### src/rtl/distinct_permutation_enumerator_macros.svh
// Assertion macros for the distinct permutation enumerator.
// Included by the controller and the datapath; no other dependencies.
`ifndef DISTINCT_PERMUTATION_ENUMERATOR_MACROS_SVH
`define DISTINCT_PERMUTATION_ENUMERATOR_MACROS_SVH
`ifndef ASSERT_OFF
// Check prop at every clock edge outside reset.
`define DPE_ASSERT(lbl, clk, rst_n, prop, msg) \
    lbl: assert property (@(posedge clk) disable iff (!rst_n) (prop)) else $error(msg);
// Check that cons holds in the cycle after ante.
`define DPE_ASSERT_NEXT(lbl, clk, rst_n, ante, cons, msg) \
    lbl: assert property (@(posedge clk) disable iff (!rst_n) (ante) |=> (cons)) else $error(msg);
`else
`define DPE_ASSERT(lbl, clk, rst_n, prop, msg)
`define DPE_ASSERT_NEXT(lbl, clk, rst_n, ante, cons, msg)
`endif
`endif

### src/rtl/dpe_pkg.sv
// Shared types and constants of the distinct permutation enumerator.
// Used by the channel interfaces, the controller and the datapath.
package dpe_pkg;

    localparam int LETTER_W = 8;

    // Input action codes
    localparam logic ACT_LOAD = 1'b0;
    localparam logic ACT_NEXT = 1'b1;

    // Datapath commands issued by the controller, one per cycle
    typedef enum logic [4:0] {
        CMD_NONE,
        CMD_LOAD,
        CMD_FIRST,
        CMD_NOMORE,
        CMD_PV_INIT,
        CMD_INS_RD,
        CMD_INS_CMP,
        CMD_PV_FIRST,
        CMD_PV_SCAN,
        CMD_J_INIT,
        CMD_J_SCAN,
        CMD_SWAP,
        CMD_RV_CHK,
        CMD_RV_RDHI,
        CMD_RV_WLO,
        CMD_RV_WHI,
        CMD_EMIT_RD,
        CMD_EMIT_LD,
        CMD_EXH
    } t_cmd;

    // Datapath status seen by the controller
    typedef struct packed {
        logic out_free;
        logic req_exh;
        logic first_given;
        logic cnt_lt2;
        logic load_fits;
        logic idx_zero;
        logic rd_gt_ins;
        logic rd_lt_prev;
        logic rd_gt_pval;
        logic lo_lt_hi;
        logic idx_last;
    } t_sts;

endpackage

### src/rtl/dpe_in_if.sv
// Input channel of the distinct permutation enumerator: valid/ready plus one item.
// Depends on dpe_pkg for the letter width.
interface dpe_in_if;
    logic                          valid;
    logic                          ready;
    logic                          action;
    logic [dpe_pkg::LETTER_W-1:0]  letter;
    logic                          last_letter;

    modport source (output valid, action, letter, last_letter, input ready);
    modport sink   (input valid, action, letter, last_letter, output ready);
endinterface

### src/rtl/dpe_out_if.sv
// Output channel of the distinct permutation enumerator: valid/ready plus one result.
// Depends on dpe_pkg for the letter width.
interface dpe_out_if;
    logic                          valid;
    logic                          ready;
    logic [dpe_pkg::LETTER_W-1:0]  out_letter;
    logic                          end_of_run;
    logic                          exhausted;
    logic                          overflow;

    modport source (output valid, out_letter, end_of_run, exhausted, overflow, input ready);
    modport sink   (input valid, out_letter, end_of_run, exhausted, overflow, output ready);
endinterface

### src/rtl/dpe_ctrl.sv
// Sequencer of the distinct permutation enumerator: one-hot state machine that
// issues datapath commands. Depends on dpe_pkg and the assertion macro header.
`include "distinct_permutation_enumerator_macros.svh"

module dpe_ctrl (
    input  logic          i_clk,
    input  logic          i_rst_n,
    input  logic          i_in_valid,
    input  logic          i_action,
    output logic          o_in_ready,
    output dpe_pkg::t_cmd o_cmd,
    input  dpe_pkg::t_sts i_sts
);

    typedef enum logic [14:0] {
        ST_IDLE     = 15'h0001,
        ST_INS_RD   = 15'h0002,
        ST_INS_CMP  = 15'h0004,
        ST_PV_FIRST = 15'h0008,
        ST_PV_SCAN  = 15'h0010,
        ST_J_INIT   = 15'h0020,
        ST_J_SCAN   = 15'h0040,
        ST_SWAP     = 15'h0080,
        ST_RV_CHK   = 15'h0100,
        ST_RV_RDHI  = 15'h0200,
        ST_RV_WLO   = 15'h0400,
        ST_RV_WHI   = 15'h0800,
        ST_EMIT_RD  = 15'h1000,
        ST_EMIT_LD  = 15'h2000,
        ST_EXH      = 15'h4000
    } t_state;

    t_state r_state;
    t_state n_state;

    always_ff @(posedge i_clk) begin
        if (!i_rst_n) begin
            r_state <= ST_IDLE;
        end else begin
            r_state <= n_state;
        end
    end

    always_comb begin
        n_state    = r_state;
        o_cmd      = dpe_pkg::CMD_NONE;
        o_in_ready = 1'b0;
        case (r_state)
            ST_IDLE: begin
                o_in_ready = 1'b1;
                if (i_in_valid) begin
                    if (i_action == dpe_pkg::ACT_LOAD) begin
                        o_cmd   = dpe_pkg::CMD_LOAD;
                        n_state = i_sts.load_fits ? ST_INS_RD : ST_IDLE;
                    end else if (i_sts.req_exh) begin
                        n_state = ST_EXH;
                    end else if (!i_sts.first_given) begin
                        o_cmd   = dpe_pkg::CMD_FIRST;
                        n_state = ST_EMIT_RD;
                    end else if (i_sts.cnt_lt2) begin
                        o_cmd   = dpe_pkg::CMD_NOMORE;
                        n_state = ST_EXH;
                    end else begin
                        o_cmd   = dpe_pkg::CMD_PV_INIT;
                        n_state = ST_PV_FIRST;
                    end
                end
            end
            ST_INS_RD: begin
                o_cmd   = dpe_pkg::CMD_INS_RD;
                n_state = i_sts.idx_zero ? ST_IDLE : ST_INS_CMP;
            end
            ST_INS_CMP: begin
                o_cmd   = dpe_pkg::CMD_INS_CMP;
                n_state = i_sts.rd_gt_ins ? ST_INS_RD : ST_IDLE;
            end
            ST_PV_FIRST: begin
                o_cmd   = dpe_pkg::CMD_PV_FIRST;
                n_state = ST_PV_SCAN;
            end
            ST_PV_SCAN: begin
                o_cmd = dpe_pkg::CMD_PV_SCAN;
                if (i_sts.rd_lt_prev) begin
                    n_state = ST_J_INIT;
                end else if (i_sts.idx_zero) begin
                    n_state = ST_EXH;
                end
            end
            ST_J_INIT: begin
                o_cmd   = dpe_pkg::CMD_J_INIT;
                n_state = ST_J_SCAN;
            end
            ST_J_SCAN: begin
                o_cmd = dpe_pkg::CMD_J_SCAN;
                if (i_sts.rd_gt_pval) begin
                    n_state = ST_SWAP;
                end
            end
            ST_SWAP: begin
                o_cmd   = dpe_pkg::CMD_SWAP;
                n_state = ST_RV_CHK;
            end
            ST_RV_CHK: begin
                o_cmd   = dpe_pkg::CMD_RV_CHK;
                n_state = i_sts.lo_lt_hi ? ST_RV_RDHI : ST_EMIT_RD;
            end
            ST_RV_RDHI: begin
                o_cmd   = dpe_pkg::CMD_RV_RDHI;
                n_state = ST_RV_WLO;
            end
            ST_RV_WLO: begin
                o_cmd   = dpe_pkg::CMD_RV_WLO;
                n_state = ST_RV_WHI;
            end
            ST_RV_WHI: begin
                o_cmd   = dpe_pkg::CMD_RV_WHI;
                n_state = ST_RV_CHK;
            end
            ST_EMIT_RD: begin
                o_cmd = dpe_pkg::CMD_EMIT_RD;
                if (i_sts.out_free) begin
                    n_state = ST_EMIT_LD;
                end
            end
            ST_EMIT_LD: begin
                o_cmd   = dpe_pkg::CMD_EMIT_LD;
                n_state = i_sts.idx_last ? ST_IDLE : ST_EMIT_RD;
            end
            ST_EXH: begin
                o_cmd = dpe_pkg::CMD_EXH;
                if (i_sts.out_free) begin
                    n_state = ST_IDLE;
                end
            end
            default: begin
                n_state = ST_IDLE;
            end
        endcase
    end

    `DPE_ASSERT_NEXT(a_req_exh_path, i_clk, i_rst_n, (r_state == ST_IDLE) && i_in_valid && (i_action == dpe_pkg::ACT_NEXT) && i_sts.req_exh, r_state == ST_EXH, "request without a word did not go to exhausted reply")
    `DPE_ASSERT(a_ins_cmp_order, i_clk, i_rst_n, (r_state == ST_INS_CMP) |-> ($past(r_state) == ST_INS_RD), "insert compare without a preceding read")
    `DPE_ASSERT(a_emit_order, i_clk, i_rst_n, (r_state == ST_EMIT_LD) |-> ($past(r_state) == ST_EMIT_RD), "emit load without a preceding read")

endmodule

### src/rtl/dpe_datapath.sv
// Datapath of the distinct permutation enumerator: letter memory, scan indexes,
// word flags and the output beat register. Depends on dpe_pkg and the macro header.
`include "distinct_permutation_enumerator_macros.svh"

module dpe_datapath #(
    parameter int MAX_LETTERS = 16
) (
    input  logic                          i_clk,
    input  logic                          i_rst_n,
    input  dpe_pkg::t_cmd                 i_cmd,
    output dpe_pkg::t_sts                 o_sts,
    input  logic [dpe_pkg::LETTER_W-1:0]  i_letter,
    input  logic                          i_last_letter,
    input  logic                          i_out_ready,
    output logic                          o_out_valid,
    output logic [dpe_pkg::LETTER_W-1:0]  o_out_letter,
    output logic                          o_end_of_run,
    output logic                          o_exhausted,
    output logic                          o_overflow
);

    localparam int LW = dpe_pkg::LETTER_W;
    localparam int AW = (MAX_LETTERS > 1) ? $clog2(MAX_LETTERS) : 1;
    localparam int CW = $clog2(MAX_LETTERS + 1);
    localparam logic [CW-1:0] MAX_CNT = CW'(MAX_LETTERS);
    localparam logic [CW-1:0] ONE     = CW'(1);

    logic [LW-1:0] r_mem [0:MAX_LETTERS-1];
    logic [LW-1:0] r_rd;

    logic [CW-1:0] r_count, n_count;
    logic          r_complete, n_complete;
    logic          r_first, n_first;
    logic          r_nomore, n_nomore;
    logic          r_trunc, n_trunc;
    logic [CW-1:0] r_idx, n_idx;
    logic [CW-1:0] r_lo, n_lo;
    logic [CW-1:0] r_hi, n_hi;
    logic [LW-1:0] r_prev, n_prev;
    logic [LW-1:0] r_pval, n_pval;
    logic [LW-1:0] r_ins, n_ins;
    logic [LW-1:0] r_tmp, n_tmp;

    logic          r_ov;
    logic [LW-1:0] r_o_letter;
    logic          r_o_end;
    logic          r_o_exh;
    logic          r_o_ovf;

    logic          w_re;
    logic [AW-1:0] w_raddr;
    logic          w_we;
    logic [AW-1:0] w_waddr;
    logic [LW-1:0] w_wdata;
    logic          w_oload;
    logic [LW-1:0] w_o_letter;
    logic          w_o_end;
    logic          w_o_exh;

    logic [CW-1:0] w_eff;
    logic [CW-1:0] w_cnt_m1;
    logic [CW-1:0] w_idx_m1;

    assign w_eff    = r_complete ? '0 : r_count;
    assign w_cnt_m1 = r_count - ONE;
    assign w_idx_m1 = r_idx - ONE;

    assign o_sts.out_free    = !r_ov || i_out_ready;
    assign o_sts.req_exh     = !r_complete || (r_count == '0) || r_nomore;
    assign o_sts.first_given = r_first;
    assign o_sts.cnt_lt2     = (r_count <= ONE);
    assign o_sts.load_fits   = r_complete || (r_count < MAX_CNT);
    assign o_sts.idx_zero    = (r_idx == '0);
    assign o_sts.rd_gt_ins   = (r_rd > r_ins);
    assign o_sts.rd_lt_prev  = (r_rd < r_prev);
    assign o_sts.rd_gt_pval  = (r_rd > r_pval);
    assign o_sts.lo_lt_hi    = (r_lo < r_hi);
    assign o_sts.idx_last    = (r_idx == w_cnt_m1);

    always_comb begin
        n_count    = r_count;
        n_complete = r_complete;
        n_first    = r_first;
        n_nomore   = r_nomore;
        n_trunc    = r_trunc;
        n_idx      = r_idx;
        n_lo       = r_lo;
        n_hi       = r_hi;
        n_prev     = r_prev;
        n_pval     = r_pval;
        n_ins      = r_ins;
        n_tmp      = r_tmp;
        w_re       = 1'b0;
        w_raddr    = r_idx[AW-1:0];
        w_we       = 1'b0;
        w_waddr    = r_idx[AW-1:0];
        w_wdata    = r_ins;
        w_oload    = 1'b0;
        w_o_letter = r_rd;
        w_o_end    = 1'b0;
        w_o_exh    = 1'b0;
        case (i_cmd)
            dpe_pkg::CMD_LOAD: begin
                // A load after a finished word restarts the word.
                if (r_complete) begin
                    n_first  = 1'b0;
                    n_nomore = 1'b0;
                    n_trunc  = 1'b0;
                end
                n_complete = i_last_letter;
                n_ins      = i_letter;
                n_idx      = w_eff;
                if (o_sts.load_fits) begin
                    n_count = w_eff + ONE;
                end else begin
                    n_trunc = 1'b1;
                end
            end
            dpe_pkg::CMD_FIRST: begin
                n_first = 1'b1;
                n_idx   = '0;
            end
            dpe_pkg::CMD_NOMORE: begin
                n_nomore = 1'b1;
            end
            dpe_pkg::CMD_PV_INIT: begin
                n_idx   = w_cnt_m1;
                w_re    = 1'b1;
                w_raddr = w_cnt_m1[AW-1:0];
            end
            dpe_pkg::CMD_INS_RD: begin
                if (o_sts.idx_zero) begin
                    w_we    = 1'b1;
                    w_waddr = '0;
                    w_wdata = r_ins;
                end else begin
                    w_re    = 1'b1;
                    w_raddr = w_idx_m1[AW-1:0];
                end
            end
            dpe_pkg::CMD_INS_CMP: begin
                // Shift a larger letter up one place, or drop the new one in.
                w_we = 1'b1;
                if (o_sts.rd_gt_ins) begin
                    w_wdata = r_rd;
                    n_idx   = w_idx_m1;
                end else begin
                    w_wdata = r_ins;
                end
            end
            dpe_pkg::CMD_PV_FIRST: begin
                n_prev  = r_rd;
                w_re    = 1'b1;
                w_raddr = w_idx_m1[AW-1:0];
                n_idx   = w_idx_m1;
            end
            dpe_pkg::CMD_PV_SCAN: begin
                if (o_sts.rd_lt_prev) begin
                    n_lo   = r_idx;
                    n_pval = r_rd;
                end else if (o_sts.idx_zero) begin
                    n_nomore = 1'b1;
                end else begin
                    n_prev  = r_rd;
                    w_re    = 1'b1;
                    w_raddr = w_idx_m1[AW-1:0];
                    n_idx   = w_idx_m1;
                end
            end
            dpe_pkg::CMD_J_INIT: begin
                n_idx   = w_cnt_m1;
                w_re    = 1'b1;
                w_raddr = w_cnt_m1[AW-1:0];
            end
            dpe_pkg::CMD_J_SCAN: begin
                if (o_sts.rd_gt_pval) begin
                    // First half of the swap: successor goes to the pivot slot.
                    w_we    = 1'b1;
                    w_waddr = r_lo[AW-1:0];
                    w_wdata = r_rd;
                end else begin
                    w_re    = 1'b1;
                    w_raddr = w_idx_m1[AW-1:0];
                    n_idx   = w_idx_m1;
                end
            end
            dpe_pkg::CMD_SWAP: begin
                w_we    = 1'b1;
                w_waddr = r_idx[AW-1:0];
                w_wdata = r_pval;
                n_lo    = r_lo + ONE;
                n_hi    = w_cnt_m1;
            end
            dpe_pkg::CMD_RV_CHK: begin
                if (o_sts.lo_lt_hi) begin
                    w_re    = 1'b1;
                    w_raddr = r_lo[AW-1:0];
                end else begin
                    n_idx = '0;
                end
            end
            dpe_pkg::CMD_RV_RDHI: begin
                n_tmp   = r_rd;
                w_re    = 1'b1;
                w_raddr = r_hi[AW-1:0];
            end
            dpe_pkg::CMD_RV_WLO: begin
                w_we    = 1'b1;
                w_waddr = r_lo[AW-1:0];
                w_wdata = r_rd;
            end
            dpe_pkg::CMD_RV_WHI: begin
                w_we    = 1'b1;
                w_waddr = r_hi[AW-1:0];
                w_wdata = r_tmp;
                n_lo    = r_lo + ONE;
                n_hi    = r_hi - ONE;
            end
            dpe_pkg::CMD_EMIT_RD: begin
                if (o_sts.out_free) begin
                    w_re    = 1'b1;
                    w_raddr = r_idx[AW-1:0];
                end
            end
            dpe_pkg::CMD_EMIT_LD: begin
                w_oload    = 1'b1;
                w_o_letter = r_rd;
                w_o_end    = o_sts.idx_last;
                n_idx      = r_idx + ONE;
            end
            dpe_pkg::CMD_EXH: begin
                if (o_sts.out_free) begin
                    w_oload    = 1'b1;
                    w_o_letter = '0;
                    w_o_end    = 1'b1;
                    w_o_exh    = 1'b1;
                end
            end
            default: begin
            end
        endcase
    end

    // Letter store: one write and one registered read per cycle.
    always_ff @(posedge i_clk) begin
        if (w_we) begin
            r_mem[w_waddr] <= w_wdata;
        end
        if (w_re) begin
            r_rd <= r_mem[w_raddr];
        end
    end

    always_ff @(posedge i_clk) begin
        if (!i_rst_n) begin
            r_count    <= '0;
            r_complete <= 1'b0;
            r_first    <= 1'b0;
            r_nomore   <= 1'b0;
            r_trunc    <= 1'b0;
            r_ov       <= 1'b0;
        end else begin
            r_count    <= n_count;
            r_complete <= n_complete;
            r_first    <= n_first;
            r_nomore   <= n_nomore;
            r_trunc    <= n_trunc;
            if (w_oload) begin
                r_ov <= 1'b1;
            end else if (i_out_ready) begin
                r_ov <= 1'b0;
            end
        end
    end

    always_ff @(posedge i_clk) begin
        r_idx  <= n_idx;
        r_lo   <= n_lo;
        r_hi   <= n_hi;
        r_prev <= n_prev;
        r_pval <= n_pval;
        r_ins  <= n_ins;
        r_tmp  <= n_tmp;
        if (w_oload) begin
            r_o_letter <= w_o_letter;
            r_o_end    <= w_o_end;
            r_o_exh    <= w_o_exh;
            r_o_ovf    <= r_trunc;
        end
    end

    assign o_out_valid  = r_ov;
    assign o_out_letter = r_o_letter;
    assign o_end_of_run = r_o_end;
    assign o_exhausted  = r_o_exh;
    assign o_overflow   = r_o_ovf;

    `DPE_ASSERT(a_trunc_full, i_clk, i_rst_n, r_trunc |-> (r_count == MAX_CNT), "truncated word with a store that is not full")
    `DPE_ASSERT(a_nomore_state, i_clk, i_rst_n, r_nomore |-> (r_first && r_complete), "exhausted flag on a word that was never emitted")
    `DPE_ASSERT(a_no_overwrite, i_clk, i_rst_n, w_oload |-> (!r_ov || i_out_ready), "output beat loaded over a beat not yet taken")

endmodule

### src/rtl/distinct_permutation_enumerator.sv
// Distinct permutation enumerator: loads a word letter by letter, keeps it sorted
// and emits its distinct permutations in lexicographic order, one per request.
// Depends on dpe_pkg, dpe_in_if, dpe_out_if, dpe_ctrl and dpe_datapath.
//
// Usage: i_in carries one item per beat. action = load puts one letter into the
// store, kept in ascending order by insertion; last_letter closes the word. A
// load after a closed word starts a new word. Letters past MAX_LETTERS are
// dropped and the overflow bit is set on every later result of that word.
// action = next answers with n result beats on o_out (end_of_run on the last),
// or with one exhausted beat when no word is closed or all permutations are out.
// Sequence, for a word of n letters, all through the letter memory:
//   load: each larger letter is shifted up one place, then the new one is written;
//   a dropped letter is not stored.
//   first request: emission of the sorted word; later requests: pivot scan,
//   successor scan, swap, reversal of the suffix pair by pair, then emission.
// Reset: no word loaded; a request answers exhausted. The store is not cleared.
// A stalled receiver holds the output register; the block waits for it to drain.
module distinct_permutation_enumerator #(
    parameter int MAX_LETTERS = 16
) (
    input  logic       i_clk,
    input  logic       i_rst_n,
    dpe_in_if.sink     i_in,
    dpe_out_if.source  o_out
);

    dpe_pkg::t_cmd w_cmd;
    dpe_pkg::t_sts w_sts;
    logic          w_in_ready;

    dpe_ctrl u_ctrl (
        .i_clk      (i_clk),
        .i_rst_n    (i_rst_n),
        .i_in_valid (i_in.valid),
        .i_action   (i_in.action),
        .o_in_ready (w_in_ready),
        .o_cmd      (w_cmd),
        .i_sts      (w_sts)
    );

    dpe_datapath #(
        .MAX_LETTERS (MAX_LETTERS)
    ) u_datapath (
        .i_clk         (i_clk),
        .i_rst_n       (i_rst_n),
        .i_cmd         (w_cmd),
        .o_sts         (w_sts),
        .i_letter      (i_in.letter),
        .i_last_letter (i_in.last_letter),
        .i_out_ready   (o_out.ready),
        .o_out_valid   (o_out.valid),
        .o_out_letter  (o_out.out_letter),
        .o_end_of_run  (o_out.end_of_run),
        .o_exhausted   (o_out.exhausted),
        .o_overflow    (o_out.overflow)
    );

    assign i_in.ready = w_in_ready;

endmodule
### src/flat_wrapper.sv
// flat-port wrapper written by rule: the top's interface ports become plain ports
module distinct_permutation_enumerator_flat 
#(
    parameter int MAX_LETTERS = 16
)
  (i_clk, i_rst_n, i_in_valid, i_in_action, i_in_letter, i_in_last_letter, i_in_ready, o_out_valid, o_out_out_letter, o_out_end_of_run, o_out_exhausted, o_out_overflow, o_out_ready);
  dpe_in_if i_in_i ();
  dpe_out_if o_out_i ();
  input  logic i_clk;
  input  logic i_rst_n;
  input wire logic [$bits(i_in_i.valid)-1:0] i_in_valid;
  input wire logic [$bits(i_in_i.action)-1:0] i_in_action;
  input wire logic [$bits(i_in_i.letter)-1:0] i_in_letter;
  input wire logic [$bits(i_in_i.last_letter)-1:0] i_in_last_letter;
  output wire logic [$bits(i_in_i.ready)-1:0] i_in_ready;
  output wire logic [$bits(o_out_i.valid)-1:0] o_out_valid;
  output wire logic [$bits(o_out_i.out_letter)-1:0] o_out_out_letter;
  output wire logic [$bits(o_out_i.end_of_run)-1:0] o_out_end_of_run;
  output wire logic [$bits(o_out_i.exhausted)-1:0] o_out_exhausted;
  output wire logic [$bits(o_out_i.overflow)-1:0] o_out_overflow;
  input wire logic [$bits(o_out_i.ready)-1:0] o_out_ready;
  assign i_in_i.valid = i_in_valid;
  assign i_in_i.action = i_in_action;
  assign i_in_i.letter = i_in_letter;
  assign i_in_i.last_letter = i_in_last_letter;
  assign i_in_ready = i_in_i.ready;
  assign o_out_valid = o_out_i.valid;
  assign o_out_out_letter = o_out_i.out_letter;
  assign o_out_end_of_run = o_out_i.end_of_run;
  assign o_out_exhausted = o_out_i.exhausted;
  assign o_out_overflow = o_out_i.overflow;
  assign o_out_i.ready = o_out_ready;
  distinct_permutation_enumerator #(.MAX_LETTERS(MAX_LETTERS)) u_core (.i_clk(i_clk), .i_rst_n(i_rst_n), .i_in(i_in_i), .o_out(o_out_i));
endmodule
### config.mk
export PLATFORM = sky130hd
export DESIGN_NAME = distinct_permutation_enumerator_flat
export DESIGN_NICKNAME = d
export VERILOG_FILES = /design/src/rtl/dpe_pkg.sv /design/src/rtl/dpe_in_if.sv /design/src/rtl/dpe_out_if.sv /design/src/rtl/dpe_ctrl.sv /design/src/rtl/dpe_datapath.sv /design/src/rtl/distinct_permutation_enumerator.sv /design/src/flat_wrapper.sv
export VERILOG_INCLUDE_DIRS = /design/src /design/src/rtl
export SDC_FILE = /design/constraint.sdc
export NUM_CORES = 1
export LEC_CHECK = 0
export BUFFER_PORTS_ARGS = -buffer_cell sky130_fd_sc_hd__buf_2
export CORE_MARGIN = 2
export CORE_UTILIZATION = 31
export DETAILED_ROUTE_END_ITERATION = 10
export HOLD_SLACK_MARGIN = 0.02
export PLACE_DENSITY = 0.48
export SLEW_MARGIN = 20
export SYNTH_ARGS = -nofsm -noshare
export SYNTH_HDL_FRONTEND = slang
export SYNTH_SLANG_ARGS = --single-unit
### constraint.sdc
create_clock -name i_clk -period 4.5 [get_ports i_clk]
set_clock_uncertainty 0.05 [all_clocks]
set_input_delay 0.45 -clock i_clk [delete_from_list [all_inputs] [get_ports i_clk]]
set_output_delay 0.45 -clock i_clk [all_outputs]
set_load 0.03 [all_outputs]
==> key figures, run 1 <==
Clock network
  • CTS tree: done
  • H-tree depth: 1
  • Clk pin slew, worst setup/hold paths: 60 ps
  • Worst skew pair latency: 540 ps
  • CTS Buf Count: 26
  • # clock sinks: 219
  • CTS Buffer Depth: 3
  • Clock root buffer: clkbuf_16
  • Post-CTS setup buffers: 0

Pwr
  • Gate power share: 23.1%
  • Switching Share: 31.1%
  • Net switching power: 1.79 mW
  • Worst vdd ir: 0.355 mV
  • Share of total power in sequential cells: 41.6%
  • Power share of the clock group: 35.3%
  • Internal power: 3.97 mW
  • PwrDens: 454 nW/µm²
  • Lkg Pwr: 4.73 nW

Logic synthesis
  • Cells after Synth: 971
  • Synth Area in XOR/XNOR: 1.51%
  • Mux share of post-synthesis cell area: 1.22%
  • Synth area leader: edfxtp_1
  • Top cells by area, synth: edfxtp_1 53%, nand3_1 5.2%, dfxtp_1 4.5%, ha_1 4.2%, o21ai_0 2.7%
  • Post-synth EDFFs: 194
  • FFs w/ async S/R, synth: 0%
  • Largest family of logic cells by synthesized area: simple AND/OR/NAND/NOR gates
  • Post-synthesis compound-gate area fraction: 12.3%
  • Simple-Gate Fraction of Synth Area: 19.2%
  • Netlist Area Pre-Place: 11000 µm²
  • Synth cell count leaders: 194 x edfxtp_1, 114 x nand3_1, 73 x nor2_1
  • Avg Inst Size Synth: 11.3 µm²
  • Post-Syn Nets: 1022
  • Synth Flop Type: edfxtp_1
  • Synth unique cells: 81
  • Yosys warnings: 0
  • Synth Register Bits: 219
  • Post-synth top area share: 52.9%
  • Count leader, synth: edfxtp_1
  • Sequential-to-total area share from yosys stat: 57.5%
  • Adder-Cell Fraction of Synth Area: 4.21%

Critical path
  • Setup crit end kind: register
  • WP data arrival: 4180 ps
  • Reg2Reg Depth: 12
  • Reg2reg start: u_core.u_datapath.r_rd[2]$_DFFE_PP_
  • R2R setup slack: 530 ps
  • CP max FO: 36
  • Type of origin of the critical path: register
  • Kind of critical path: reg -> reg
  • CP required: 4710 ps
  • R2r endpoint: u_core.u_datapath.r_rd[5]$_DFFE_PP_

Worst hold path
  • WHS Endpoint: u_core.u_datapath.r_ins[0]$_DFFE_PP_
  • Hold crit path type: in -> reg
  • Hold Startpoint: i_in_letter[0]
  • Hold path depth: 1

Drt
  • Initial DRC count: 564
  • Pre-antenna DRT Iters: 5
  • Routed len/inst: 20.1 µm
  • DRC violations left: 0
  • Via-to-Cell Ratio: 5.19
  • Detailed Route WL: 30300 µm
  • Detail Route Antenna Nets: 0
  • Vias: 7813

GRT
  • Total track usage: 16.4%
  • First-pass GRT wire length: 47100 µm
  • Vias in the first global route: 7687
  • Grt ovf: 0
  • Largest net degree at the start of global routing: 65
  • Initial antenna violation count: 0

Timing
  • Setup-failing EPs final: 0
  • Slew @ Worst Pin: 799 ps
  • Final period utilization: 88.1%
  • Setup tns final: 0 ps
  • Fin. Hold Viols: 0
  • Fmax: 0.252 GHz
  • Worst relative slew slack: 46.7%
  • Final count of pins violating max slew: 0
  • RSZ-0062 raised after global routing: no
  • Period minus WS final: 3970 ps

Layout
  • Area growth syn-to-layout: 15.5%
  • Ratio of cells with drive above 1 in the final layout: 13.4%
  • Register area: 6330 µm²
  • Diodes inserted: 0
  • Post-route cell area: 12700 µm²
  • Final net count: 1076
  • Area of the multi-input gates: 4270 µm²
  • Fillers: 3506

Flow run
  • Max-cap violation count: 0

Die
  • Row count: 69
  • Starting Density: 31.2%
  • I/O pins: 27
  • Die Ht: 192 µm
  • Core Box Area: 35200 µm²
  • Die width: 192 µm
  • Die area: 37000 µm²

Placed design
  • DP Wirelength: 20400 µm
  • Port buffer count: 26
  • Dpl cell area: 11800 µm²
  • Gpl congestion: 0.805

Run status
  • Outcome: complete, no violations
-- cell families (layout without fill, tap and decap cells) --
family	count (synthesis)	in the layout
AO/OA/AOI/OAI	196	196
XOR/XNOR	19	19
adder cells (fa/ha/maj)	37	37
buffers and inverters	99	173
flip-flops	219	219
multiplexers	12	12
AND/OR/NAND/NOR	389	389
-- worst max-delay path: stages (launching register included) --
cell and delay [ps]:
edfxtp_1 520, ha_1 350, nand2_1 50, o21ai_0 200
a41oi_1 320, o21bai_1 660, o2111ai_1 200, nand2_1 170
o211ai_4 260, buf_12 280, a211o_1 310, nand3_1 140
nand4_1 160
-- metrics by stage --
step / std cells / hold slack (ps) / setup WS [ps] / power (mW) / util (%)
2_1_floorplan: 971 / 358 / 890 / 3.35 / -
3_3_place_gp: 1454 / 385 / 441 / 3.77 / 33.6
3_5_place_dp: 1454 / 389 / 456 / 3.77 / 33.6
4_1_cts: 1506 / 24.7 / 390 / 5.83 / 36.1
5_1_grt: 1506 / 20.8 / 188 / 6.04 / 36.1
6_report: 1506 / 44.0 / 533 / 5.76 / 36.1
-- how the worst max path moves through the flow --
stage,from,to,slack [ps],cells past startpoint
finish,u_core.u_datapath.r_rd[2]$_DFFE_PP_,u_core.u_datapath.r_rd[5]$_DFFE_PP_,530,12
global route,u_core.u_datapath.r_rd[2]$_DFFE_PP_,u_core.u_datapath.r_rd[5]$_DFFE_PP_,190,12
CTS,u_core.u_datapath.r_count[1]$_SDFFE_PN0P_,u_core.u_datapath.r_rd[1]$_DFFE_PP_,390,13
detailed placement,u_core.u_datapath.r_count[1]$_SDFFE_PN0P_,u_core.u_datapath.r_rd[1]$_DFFE_PP_,460,13
global placement,u_core.u_datapath.r_count[1]$_SDFFE_PN0P_,u_core.u_datapath.r_rd[4]$_DFFE_PP_,440,13
floorplan,u_core.u_datapath.r_count[0]$_SDFFE_PN0P_,u_core.u_datapath.r_idx[0]$_DFFE_PP_,890,11
-- power groups by stage --
stage / combinational, mW / clock [mW] / sequential (mW)
5_1_grt: 1.47 / 2.16 / 2.41
6_report: 1.33 / 2.03 / 2.40
4_1_cts: 1.34 / 2.09 / 2.40
3_5_place_dp: 1.33 / 0 / 2.44
2_1_floorplan: 0.948 / 0 / 2.41
3_3_place_gp: 1.33 / 0 / 2.44
-- routing by layer --
layer  global-route usage, %  vias to the layer above  wire length [µm]
li1                        -                     3793                 -
met1                    23.5                     3827             14600
met2                    26.6                      150             14000
met3                    1.93                       43              1170
met4                    3.76                        0               553
met5                       0                        -                 0
-- sequential cells by signal (all words and copies together), names as in the netlist, 5 cells and up --
name / flops
u_core.u_datapath.r_hi: 5
u_core.u_datapath.r_ins: 8
u_core.u_datapath.r_count: 5
u_core.u_datapath.r_idx: 5
u_core.u_datapath.r_rd: 8
u_core.u_datapath.r_lo: 5
u_core.u_datapath.r_pval: 8
u_core.u_ctrl.r_state: 15
u_core.u_datapath.r_prev: 8
u_core.u_datapath.r_tmp: 8
u_core.u_datapath.r_mem: 128
u_core.u_datapath.o_out_letter: 8
-- placed cells by master, fill, tap and decap left out, drive strengths merged, types with 10 or more instances in the layout --
cell,n
nor2,73
a211o,34
and3,38
nand3,115
edfxtp,194
mux2i,10
nand2,57
inv,51
xnor2,12
a21oi,32
dfxtp,25
nand2b,13
clkinv,13
clkbuf,31
nor3,14
nor4,11
ha,37
buf,70
o21ai,64
nand4,19
-- area by class of cell --
cell class / instances / share of cell area (%)
Clock inverter: 17 / 1.15
Inverter: 51 / 1.51
Timing Repair Buffer: 74 / 4.14
Sequential cell: 219 / 49.8
Tap cell: 461 / 4.54
Clock buffer: 31 / 5.27
Multi-Input combinational cell: 653 / 33.6
-- what timing repair did --
item                      in CTS  in global routing
resized for setup              0                  0
hold buffers                   4                  0
hold endpoints to repair       4                  0
Power figures use the tool's default switching activity.
==> run 2: changes to the inputs <==
--- a/config.mk
+++ b/config.mk
@@ -6,10 +6,11 @@
 export SDC_FILE = /design/constraint.sdc
 export NUM_CORES = 1
 export LEC_CHECK = 0
-export BUFFER_PORTS_ARGS = -buffer_cell sky130_fd_sc_hd__buf_2
 export CORE_MARGIN = 2
 export CORE_UTILIZATION = 31
+export CTS_BUF_LIST = sky130_fd_sc_hd__clkbuf_16
 export DETAILED_ROUTE_END_ITERATION = 10
+export DONT_BUFFER_PORTS = 1
 export HOLD_SLACK_MARGIN = 0.02
 export PLACE_DENSITY = 0.48
 export SLEW_MARGIN = 20
==> key figures, run 2 (same netlist as run 1, synthesis figures left out) <==
Clock network
  • CTS Buf Count: 25
  • Cts-stage hold buffer count: 11
  • H-tree depth: 1
  • CTS Buffer Depth: 3
  • CTS tree: done
  • # clock sinks: 219
  • Worst skew pair latency: 540 ps
  • Post-CTS resize count: 0
  • Clk pin slew, worst setup/hold paths: 60 ps
  • Post-CTS setup buffers: 0
  • Clock root buffer: clkbuf_16

Drt
  • Initial DRC count: 724
  • Detail Route Antenna Nets: 0
  • DRC violations left: 0
  • Detailed Route WL: 30500 µm
  • Routed len/inst: 20.6 µm
  • Pre-antenna DRT Iters: 5
  • Vias: 7907
  • Via-to-Cell Ratio: 5.32

Critical path
  • CP max FO: 64
  • Type of origin of the critical path: register
  • Largest stage delay on the critical path: 620 ps
  • WP data arrival: 4460 ps
  • Setup crit end kind: register
  • Worst-path cell chain: ha_1 > nand2_1 > o21ai_0 > a41oi_1 > o21bai_1 > o211ai_2 > o21ai_4 > buf_4 > and3_1 > a211o_1 > nand3_1 > nand4_1
  • CP max-delay cell: o21bai_1
  • CP required: 4830 ps
  • Kind of critical path: reg -> reg
  • R2R setup slack: 370 ps

Layout
  • Area growth syn-to-layout: 15.2%
  • Commonest non-fill, non-tap cell in the layout: edfxtp_1
  • Biggest regs: u_core.u_datapath.r_mem: 128 flops, u_core.u_ctrl.r_state: 15 flops
  • Largest Register: u_core.u_datapath.r_mem
  • Diodes inserted: 0
  • Final net count: 1057
  • Fillers: 3480
  • Register area: 6330 µm²
  • Fin cells: 1486
  • Largest register FFs: 128
  • Ratio of cells with drive above 1 in the final layout: 11.5%
  • Area of the multi-input gates: 4270 µm²
  • Most frequent cells in the layout: 194 x edfxtp_1, 114 x nand3_1, 73 x nor2_1

Die
  • Starting Density: 31.2%
  • Row count: 69
  • Die area: 37000 µm²
  • Die Ht: 192 µm
  • Die width: 192 µm
  • I/O pins: 27
  • Core Box Area: 35200 µm²

Timing
  • Setup tns final: 0 ps
  • Worst relative slew slack: 38.6%
  • Final count of pins violating max slew: 0
  • RSZ-0062 raised after global routing: no
  • Fin. Hold Viols: 0
  • Setup-failing EPs final: 0
  • Hold slack: 150 ps
  • Final period utilization: 91.8%
  • Slew @ Worst Pin: 921 ps
  • Period minus WS final: 4130 ps
  • Fmax: 0.242 GHz

GRT
  • Total track usage: 16.3%
  • First-pass GRT wire length: 46800 µm
  • Routing usage on met1: 23.9%
  • Met2 usage: 25.6%
  • Grt met3 use: 1.87%
  • Vias in the first global route: 7639
  • Top Usage Layer GRT: met2
  • Grt ovf: 0
  • Initial antenna violation count: 0
  • Largest net degree at the start of global routing: 65

Worst hold path
  • Hold crit path type: in -> reg

Placed design
  • Gpl congestion: 0.813
  • Placed Cells: 1429
  • Port buffer count: 0
  • DP Wirelength: 21000 µm

Pwr
  • Worst vdd ir: 0.266 mV
  • Lkg Pwr: 4.69 nW
  • PwrDens: 459 nW/µm²

Run status
  • Outcome: complete, no violations

Flow run
  • Max-cap violation count: 0
==> run 2: worst max-delay path: cells and delay by family, from the launching register on <==
family                     cells  cell delay [ps]
AOI/OAI and AO/OA              6             1770
and+or+nand+nor                4              610
adders and majority gates      1              360
buffers and inverters          1              550
DFF                            1              530
==> run 2: final timing paths <==
kind / start / to / depth (start not counted)
max reg2reg: u_core.u_datapath.r_rd[2]$_DFFE_PP_ / u_core.u_datapath.r_rd[1]$_DFFE_PP_ / 12
min: o_out_ready / u_core.u_datapath.o_out_valid$_SDFFE_PN0P_ / 2
min reg2reg: u_core.u_datapath.r_trunc$_SDFFE_PN0P_ / u_core.u_datapath.o_overflow$_DFFE_PP_ / 0
max: u_core.u_datapath.r_rd[2]$_DFFE_PP_ / u_core.u_datapath.r_rd[1]$_DFFE_PP_ / 12
==> run 2: metal layers <==
layer | vias to the layer above | wire [µm]
met3 | 42 | 1330
li1 | 3752 | -
met2 | 191 | 13800
met1 | 3922 | 14800
met5 | - | 0
met4 | 0 | 614
==> run 2: cell type report <==
class / instances / share of cell area (%)
flip-flops and latches: 219 / 49.9
multi-input cells: 653 / 33.7
clock buffers: 26 / 5.13
well taps: 461 / 4.55
repair buffers: 56 / 3.73
inverters: 51 / 1.51
clock inverters: 20 / 1.50
==> run 2: where the power goes <==
group	switching [mW]	internal, mW	leakage [nW]
combinational	0.872	0.458	2.32
clock	0.864	1.23	0.422
sequential	0.0703	2.33	1.95
total	1.81	4.01	4.69
==> run 2: stage by stage <==
step	setup WS, ps	area, µm²	utilization (%)	total power [mW]
6_report	369	12700	36.0	5.82
2_1_floorplan	890	11000	-	3.35
3_3_place_gp	488	11700	33.3	3.76
3_5_place_dp	449	11700	33.3	3.76
4_1_cts	414	12700	36.0	5.87
5_1_grt	145	12700	36.0	6.08
